==> src/dq_pkg.sv <==
`timescale 1ns / 1ps
// ----------------------------------------------------------------------------
// dq_pkg: shared types and constants of the double-ended queue
// Request and status codes, the control bundle broadcast to every cell,
// and the default capacity.
// ----------------------------------------------------------------------------
package dq_pkg;

	localparam int WORD_W           = 32;
	localparam int DEFAULT_CAPACITY = 64;

	typedef enum logic [1:0] {
		REQ_PUSH_FRONT = 2'd0,
		REQ_PUSH_BACK  = 2'd1,
		REQ_POP_FRONT  = 2'd2,
		REQ_POP_BACK   = 2'd3
	} req_t;

	typedef enum logic [1:0] {
		ST_OK        = 2'd0,
		ST_OVERFLOW  = 2'd1,
		ST_UNDERFLOW = 2'd2
	} status_t;

	// Broadcast to every cell of the row in the cycle a request is applied.
	typedef struct packed {
		logic              en;
		req_t              req;
		logic [WORD_W-1:0] value;
	} cell_ctrl_t;

endpackage

==> src/dq_cell.sv <==
`timescale 1ns / 1ps
// ----------------------------------------------------------------------------
// dq_cell: one storage cell of the queue row
// Holds one word and an occupied flag; moves its word to or from its neighbors
// at a push or pop at the front, and takes or drops the word at the back.
// ----------------------------------------------------------------------------
module dq_cell (
	input  logic                      clk,
	input  logic                      arst_n,
	input  dq_pkg::cell_ctrl_t        ctrl,
	input  logic                      left_valid,
	input  logic [dq_pkg::WORD_W-1:0] left_data,
	input  logic                      right_valid,
	input  logic [dq_pkg::WORD_W-1:0] right_data,
	output logic                      valid,
	output logic [dq_pkg::WORD_W-1:0] data,
	output logic [dq_pkg::WORD_W-1:0] tail_data
);

	logic                      valid_q;
	logic [dq_pkg::WORD_W-1:0] data_q;

	// The queue stays packed toward cell 0, so the occupied flags form a
	// thermometer code and each cell finds the back end from its neighbors.
	always_ff @(posedge clk or negedge arst_n) begin
		if (!arst_n) begin
			valid_q <= 1'b0;
		end else if (ctrl.en) begin
			unique case (ctrl.req)
				dq_pkg::REQ_PUSH_FRONT: valid_q <= left_valid;
				dq_pkg::REQ_PUSH_BACK:  valid_q <= valid_q | left_valid;
				dq_pkg::REQ_POP_FRONT:  valid_q <= right_valid;
				dq_pkg::REQ_POP_BACK:   valid_q <= valid_q & right_valid;
				default:                valid_q <= valid_q;
			endcase
		end
	end

	always_ff @(posedge clk) begin
		if (ctrl.en) begin
			unique case (ctrl.req)
				dq_pkg::REQ_PUSH_FRONT: data_q <= left_data;
				dq_pkg::REQ_PUSH_BACK: begin
					if (left_valid && !valid_q) data_q <= ctrl.value;
				end
				dq_pkg::REQ_POP_FRONT:  data_q <= right_data;
				default:                data_q <= data_q;
			endcase
		end
	end

	assign valid     = valid_q;
	assign data      = data_q;
	assign tail_data = (valid_q && !right_valid) ? data_q : '0;

endmodule

==> src/double_ended_queue.sv <==
`timescale 1ns / 1ps
// ----------------------------------------------------------------------------
// double_ended_queue: bounded double-ended queue of signed words
// A row of CAPACITY cells holds the words packed from the front; every
// transaction pushes or pops at either end and reports one result.
// ----------------------------------------------------------------------------
// A transaction is taken at each rising edge with start high; busy is never
// raised, so a new transaction can follow in every cycle. Its result appears
// on the next cycle with done high for exactly that cycle, and the receiver
// cannot stall it. The result is registered straight from the cell row, which
// shifts or writes all cells in the same edge, and from the one-hot selection
// of the back word across the row for a pop at the back. A push to a full
// queue or a pop from an empty one changes nothing and reports overflow or
// underflow with a zero pop_value.
module double_ended_queue #(
	parameter int CAPACITY = dq_pkg::DEFAULT_CAPACITY,
	localparam int CntW    = $clog2(CAPACITY + 1)
) (
	input  logic                             clk,
	input  logic                             arst_n,
	input  logic                             start,
	output logic                             busy,
	input  logic [1:0]                       req_type,
	input  logic signed [dq_pkg::WORD_W-1:0] push_value,
	output logic                             done,
	output logic signed [dq_pkg::WORD_W-1:0] pop_value,
	output logic [1:0]                       status,
	output logic [CntW-1:0]                  fill_count
);

	dq_pkg::req_t       req;
	dq_pkg::cell_ctrl_t ctrl;
	dq_pkg::status_t    status_d;

	logic                      cell_valid [CAPACITY];
	logic [dq_pkg::WORD_W-1:0] cell_data  [CAPACITY];
	logic [dq_pkg::WORD_W-1:0] cell_tail  [CAPACITY];

	logic [CntW-1:0]           count_q;
	logic [CntW-1:0]           count_d;
	logic                      accept;
	logic                      full;
	logic                      empty;
	logic                      is_push;
	logic                      fail;
	logic [dq_pkg::WORD_W-1:0] back_word;
	logic [dq_pkg::WORD_W-1:0] pop_d;

	logic                      done_q;
	logic [dq_pkg::WORD_W-1:0] pop_value_q;
	logic [1:0]                status_q;

	assign busy   = 1'b0;
	assign accept = start && !busy;
	assign req    = dq_pkg::req_t'(req_type);

	assign full    = (count_q == CntW'(CAPACITY));
	assign empty   = (count_q == '0);
	assign is_push = (req == dq_pkg::REQ_PUSH_FRONT) || (req == dq_pkg::REQ_PUSH_BACK);
	assign fail    = is_push ? full : empty;

	assign ctrl.en    = accept && !fail;
	assign ctrl.req   = req;
	assign ctrl.value = push_value;

	for (genvar i = 0; i < CAPACITY; i++) begin : g_cell
		logic                      lv;
		logic [dq_pkg::WORD_W-1:0] ld;
		logic                      rv;
		logic [dq_pkg::WORD_W-1:0] rd;

		// The new front word enters the row from the left of cell 0.
		if (i == 0) begin : g_first
			assign lv = 1'b1;
			assign ld = push_value;
		end else begin : g_inner_l
			assign lv = cell_valid[i-1];
			assign ld = cell_data[i-1];
		end

		if (i == CAPACITY - 1) begin : g_last
			assign rv = 1'b0;
			assign rd = '0;
		end else begin : g_inner_r
			assign rv = cell_valid[i+1];
			assign rd = cell_data[i+1];
		end

		dq_cell u_cell (
			.clk         (clk),
			.arst_n      (arst_n),
			.ctrl        (ctrl),
			.left_valid  (lv),
			.left_data   (ld),
			.right_valid (rv),
			.right_data  (rd),
			.valid       (cell_valid[i]),
			.data        (cell_data[i]),
			.tail_data   (cell_tail[i])
		);
	end

	// Only the last occupied cell drives a nonzero tail word.
	always_comb begin
		back_word = '0;
		for (int i = 0; i < CAPACITY; i++) begin
			back_word = back_word | cell_tail[i];
		end
	end

	always_comb begin
		status_d = dq_pkg::ST_OK;
		pop_d    = '0;
		count_d  = count_q;
		if (fail) begin
			status_d = is_push ? dq_pkg::ST_OVERFLOW : dq_pkg::ST_UNDERFLOW;
		end else if (is_push) begin
			count_d = count_q + CntW'(1);
		end else begin
			count_d = count_q - CntW'(1);
			pop_d   = (req == dq_pkg::REQ_POP_FRONT) ? cell_data[0] : back_word;
		end
	end

	always_ff @(posedge clk or negedge arst_n) begin
		if (!arst_n) begin
			count_q <= '0;
			done_q  <= 1'b0;
		end else begin
			done_q <= accept;
			if (accept) count_q <= count_d;
		end
	end

	always_ff @(posedge clk) begin
		if (accept) begin
			pop_value_q <= pop_d;
			status_q    <= status_d;
		end
	end

	assign done       = done_q;
	assign pop_value  = pop_value_q;
	assign status     = status_q;
	assign fill_count = count_q;

endmodule
==> config.mk <==
export PLATFORM = sky130hd
export DESIGN_NAME = double_ended_queue
export DESIGN_NICKNAME = d
export VERILOG_FILES = /design/src/dq_pkg.sv /design/src/dq_cell.sv /design/src/double_ended_queue.sv
export SDC_FILE = /design/constraint.sdc
export NUM_CORES = 2
export LEC_CHECK = 0
export ABC_CLOCK_PERIOD_IN_PS = 4640
export BUFFER_PORTS_ARGS = -buffer_cell sky130_fd_sc_hd__buf_2
export CORE_MARGIN = 2
export CORE_UTILIZATION = 45
export CTS_BUF_LIST = sky130_fd_sc_hd__clkbuf_4 sky130_fd_sc_hd__clkbuf_8
export DETAILED_ROUTE_END_ITERATION = 16
export GPL_TIMING_DRIVEN = 0
export PLACE_DENSITY = 0.62
export SLEW_MARGIN = 25
export SYNTH_ARGS = -nofsm -noshare
export SYNTH_HDL_FRONTEND = slang
export SYNTH_HIERARCHICAL = 1
export SYNTH_SLANG_ARGS = --single-unit
==> constraint.sdc <==
create_clock -name clk -period 4.64 [get_ports clk]
set_input_delay 0.696 -clock clk [delete_from_list [all_inputs] [get_ports clk]]
set_output_delay 0.696 -clock clk [all_outputs]
set_load 0.03 [all_outputs]
==> out/qor.log <==
qor: cells_and_area.fillerInstances 28,235
qor: logic_synthesis.synth_ff_type sky130_fd_sc_hd__edfxtp_1
qor: cells_and_area.synth_to_final_area_change 13.2%
qor: cts.cts_max_path_buffers 4
qor: global_route.gr-usage-all-layers 39.9%
qor: cts.tritoncts yes
qor: cts.clock_sink_count 2,154
qor: logic_synthesis.mapped_cell_area 135,000 µm²
qor: floorplan.die_y 552 µm
qor: power_and_ir_drop.p_comb_share 30.2%
qor: critical_path.crit_path_end_kind flip-flop
qor: floorplan.die_width 552 µm
qor: timing.postLayoutSetupSlackWorst -0.278 ns
qor: route.vias 121,365
qor: placement.placement.cell_area 145,000 µm²
qor: power_and_ir_drop.sw_power 25,800 µW
qor: critical_path.cp.required 5.53 ns
qor: floorplan.std_cell_rows 201
qor: placement.port-buffer-count 78
qor: power_and_ir_drop.total_leakage_power 0.0569 µW
qor: logic_synthesis.avgSynthCellArea 10.0 µm²
qor: critical_path.rr_startpoint g_cell[2].u_cell/valid
qor: cts.numCtsBuffers 401
qor: worst_hold_path.hold_path_class input port to asynchronous set/reset pin
qor: status.violations setup timing
qor: timing.drv_slew 0
qor: timing.hold_viol 0
qor: timing.timing.hold.ws 0.0662 ns
qor: floorplan.dieArea 305,000 µm²
qor: critical_path.worst-setup-path-type flip-flop to flip-flop
qor: timing.setup_violation_total_in_the_final_timing_report 19
qor: floorplan.core-area 299,000 µm²
qor: cells_and_area.layout.nets 14,497
qor: job.max_cap_violations 0
qor: logic_synthesis.ys_seq_area_share 47.6%
qor: cells_and_area.final_cells 18,441
qor: timing.timing.final.crit_share 106%
qor: power_and_ir_drop.clock_power_share 28.6%
qor: route.vias_per_cell 6.58
qor: global_route.grt_pass1_wl 865 mm
qor: floorplan.initial_utilization 45.1%
qor: global_route.grt_overflow 0
qor: global_route.antenna_violations_before_repair 64
qor: cts.clk_root_buffer_cell sky130_fd_sc_hd__clkbuf_8
qor: global_route.grt_max_degree 88
qor: critical_path.worst-r2r-cell-count 8
qor: placement.dp_cells 17,685
qor: cts.clock_insertion_delay_worst_skew 1.17 ns
qor: power_and_ir_drop.pwr_density_cell 436 nW/µm²
qor: placement.globalplace.congestion 1.02
qor: power_and_ir_drop.swShare 38.8%
qor: critical_path.peak_fanout_along_the_critical_path 10
qor: logic_synthesis.netlist-cell-type-count 49
qor: route.detail-route-antenna-nets 0
qor: critical_path.cp_data_arrival_time 5.80 ns
qor: route.wl_per_cell 34.1 µm
qor: cts.clk_transition_reported_paths 0.07 ns
qor: logic_synthesis.ys_seq_elements 2,154
qor: floorplan.number_of_i_o_pins 80
qor: power_and_ir_drop.vdd_drop_max 0.000282 V
qor: status.outcome finished with violations
qor: timing.timing.max_slew.rel_slack 14.3%
qor: global_route.grt_pass1_vias 114,326
qor: timing.finalWorstPathRequiredPeriod 4.92 ns
qor: cells_and_area.drive_gt1_share 16.5%
qor: route.initialDrtViolationCount 19,684
qor: power_and_ir_drop.internal-power 40,800 µW
qor: critical_path.reg2reg_to pop_value[29]
qor: placement.placement.setup.worst_slack -0.222 ns
qor: power_and_ir_drop.seq_power_share 41.2%
qor: cts.post_cts_repair_setup_buffers 0
qor: cells_and_area.finalCoreUtilization 51.1%
qor: timing.skew 0.0843 ns
qor: logic_synthesis.yosys_warnings 6
qor: timing.rsz0062_at_grt no
qor: timing.worst_slew_pin_slew 1.27 ns
qor: route.finalWirelength 629 mm
qor: critical_path.worst-r2r-setup-slack -0.28 ns
qor: cts.cts.htree.levels 5
qor: critical_path.startpoint_type flip-flop
qor: logic_synthesis.synth-async-reset-ratio 3.34%
qor: timing.fmax 203 MHz
qor: route.drt_first_pass_iters 7
qor: logic_synthesis.postSynthCellCount 13,449
qor: placement.post-dp-hpwl 486 mm
qor: cells_and_area.finalInstanceArea 153,000 µm²
qor: route.drc_errors_left 0
qor: logic_synthesis.synth-edff-count 2,082
## placed cells by master, fill, tap and decap left out, types with 30 or more instances in the layout
master and count:
sky130_fd_sc_hd__buf_6 624, sky130_fd_sc_hd__clkinv_2 42, sky130_fd_sc_hd__nand4_1 96, sky130_fd_sc_hd__inv_1 195, sky130_fd_sc_hd__a22oi_1 2048, sky130_fd_sc_hd__nand2_1 36, sky130_fd_sc_hd__buf_8 62, sky130_fd_sc_hd__nand3_1 67
sky130_fd_sc_hd__ha_1 325, sky130_fd_sc_hd__clkbuf_8 438, sky130_fd_sc_hd__a21oi_1 2145, sky130_fd_sc_hd__o21ai_0 164, sky130_fd_sc_hd__nor2b_4 65, sky130_fd_sc_hd__buf_16 62, sky130_fd_sc_hd__nor4_2 160, sky130_fd_sc_hd__clkinv_1 80
sky130_fd_sc_hd__nor2_1 2082, sky130_fd_sc_hd__a21o_1 123, sky130_fd_sc_hd__clkbuf_4 140, sky130_fd_sc_hd__a31oi_1 64, sky130_fd_sc_hd__nor4_1 332, sky130_fd_sc_hd__edfxtp_1 2082, sky130_fd_sc_hd__and3b_2 64, sky130_fd_sc_hd__and2_2 42
sky130_fd_sc_hd__nor3_2 30, sky130_fd_sc_hd__and3_1 31, sky130_fd_sc_hd__buf_2 433, sky130_fd_sc_hd__conb_1 39, sky130_fd_sc_hd__nand2b_1 64, sky130_fd_sc_hd__and2_1 2006, sky130_fd_sc_hd__buf_4 127, sky130_fd_sc_hd__dfrtp_1 72
## critical path, cell delays in order, from the launching register on
cell	delay, ns
sky130_fd_sc_hd__dfrtp_1	0.66
sky130_fd_sc_hd__nor2b_4	0.17
sky130_fd_sc_hd__buf_6	0.17
sky130_fd_sc_hd__and2_1	0.28
sky130_fd_sc_hd__nor4_1	0.94
sky130_fd_sc_hd__nand4_1	0.96
sky130_fd_sc_hd__nor4_2	1.02
sky130_fd_sc_hd__buf_6	0.25
sky130_fd_sc_hd__a21oi_1	0.14
## stage by stage
step / power, µW / TNS [ns]
2_1_floorplan: 35900 / 0
3_3_place_gp: 45500 / -
3_5_place_dp: 46800 / -0.414
4_1_cts: 65600 / 0
5_1_grt: 67900 / 0
6_report: 66700 / -2.03
## worst max-delay path by stage
stage | from | to | slack (ns)
floorplan | req_type[1] | g_cell[10].u_cell/data[0] | 0.83
global placement | req_type[1] | g_cell[6].u_cell/data[3] | -6.41
detailed placement | g_cell[2].u_cell/valid | pop_value[18] | -0.22
CTS | g_cell[47].u_cell/valid | pop_value[23] | 0.02
global route | g_cell[2].u_cell/valid | pop_value[9] | 0.01
finish | g_cell[2].u_cell/valid | pop_value[29] | -0.28
## flip-flops by register name, indices dropped and copies added (netlist names)
register and cells:
pop_value 32, g_cell.u_cell/valid 64, fill_count 7, g_cell.u_cell/data 2048, done 1, status 2
## routing by layer
metal  vias to the layer above  global-route usage (%)  wire length (µm)
met3                      1740                    11.8             80400
met4                        44                    25.3             47200
met5                         -                       0               319
met1                     59790                    51.0            234000
li1                      51366                       -                 -
met2                      8425                    59.1            267000
## final cells by class
class | count | area (µm²) | share of cell area (%)
diodes | 25 | 62.6 | 0.0409
flip-flops and latches | 2154 | 64300 | 42.1
repair buffers | 245 | 3500 | 2.29
clock buffers | 577 | 7070 | 4.63
multi-input cells | 10036 | 61400 | 40.2
plain buffers | 1100 | 9910 | 6.48
well taps | 3958 | 4950 | 3.24
clock inverters | 150 | 873 | 0.571
inverters | 196 | 743 | 0.486
## synth_stat cells, types with 4 or more instances
| master | n | area, µm² |
|---|---|---|
| sky130_fd_sc_hd__nand2_1 | 36 | 135 |
| sky130_fd_sc_hd__dfrtp_1 | 72 | 1800 |
| sky130_fd_sc_hd__buf_4 | 65 | 488 |
| sky130_fd_sc_hd__nand4_1 | 96 | 601 |
| sky130_fd_sc_hd__xor2_1 | 4 | 35.0 |
| sky130_fd_sc_hd__nand3_1 | 67 | 335 |
| sky130_fd_sc_hd__nor3_2 | 29 | 290 |
| sky130_fd_sc_hd__ha_1 | 325 | 4070 |
| sky130_fd_sc_hd__and2_2 | 42 | 315 |
| sky130_fd_sc_hd__nor4_2 | 29 | 363 |
| sky130_fd_sc_hd__a31oi_1 | 64 | 400 |
| sky130_fd_sc_hd__clkbuf_1 | 4 | 15.0 |
| sky130_fd_sc_hd__and2_1 | 2006 | 12500 |
| sky130_fd_sc_hd__and3b_1 | 64 | 561 |
| sky130_fd_sc_hd__buf_2 | 387 | 1940 |
| sky130_fd_sc_hd__a21o_2 | 7 | 61.3 |
| sky130_fd_sc_hd__nor4_1 | 482 | 3020 |
| sky130_fd_sc_hd__inv_1 | 195 | 732 |
| sky130_fd_sc_hd__a22oi_1 | 2048 | 15400 |
| sky130_fd_sc_hd__nand2b_1 | 64 | 400 |
| sky130_fd_sc_hd__nor2b_4 | 65 | 895 |
| sky130_fd_sc_hd__edfxtp_1 | 2082 | 62500 |
| sky130_fd_sc_hd__nor2_1 | 2082 | 7820 |
| sky130_fd_sc_hd__buf_6 | 585 | 6590 |
| sky130_fd_sc_hd__and3_1 | 31 | 194 |
| sky130_fd_sc_hd__a21oi_1 | 2145 | 10700 |
| sky130_fd_sc_hd__nor3_1 | 4 | 20.0 |
| sky130_fd_sc_hd__o21ai_0 | 164 | 821 |
| sky130_fd_sc_hd__a21o_1 | 123 | 923 |
| sky130_fd_sc_hd__buf_8 | 59 | 886 |
## kinds of logic after synthesis
kind of cell / share of synthesized area (%)
AOI/OAI and AO/OA: 21.0
xor gates and xnor gates: 0.0389
adders and majority gates: 3.03
buffers and inverters: 7.88
DFF: 47.6
muxes: 0.0185
other: 0.00556
and+or+nand+nor: 20.4
## repair_timing
action                                  4_1_cts  5_1_grt
pin swaps                                     4        4
endpoints found under the setup margin        4        5
hold endpoints to repair                     73        0
gates resized for setup                       7        6
hold buffers                                  3        0
## power groups by stage
stage / registers, µW / logic (µW) / clock network, µW
floorplan: 26200 / 9720 / 0
global placement: 27800 / 17700 / 0
detailed placement: 27700 / 19000 / 0
CTS: 27300 / 19100 / 19200
global route: 27500 / 20500 / 19900
finish: 27500 / 20100 / 19100
Note: power is estimated with default switching activity, not from simulation.
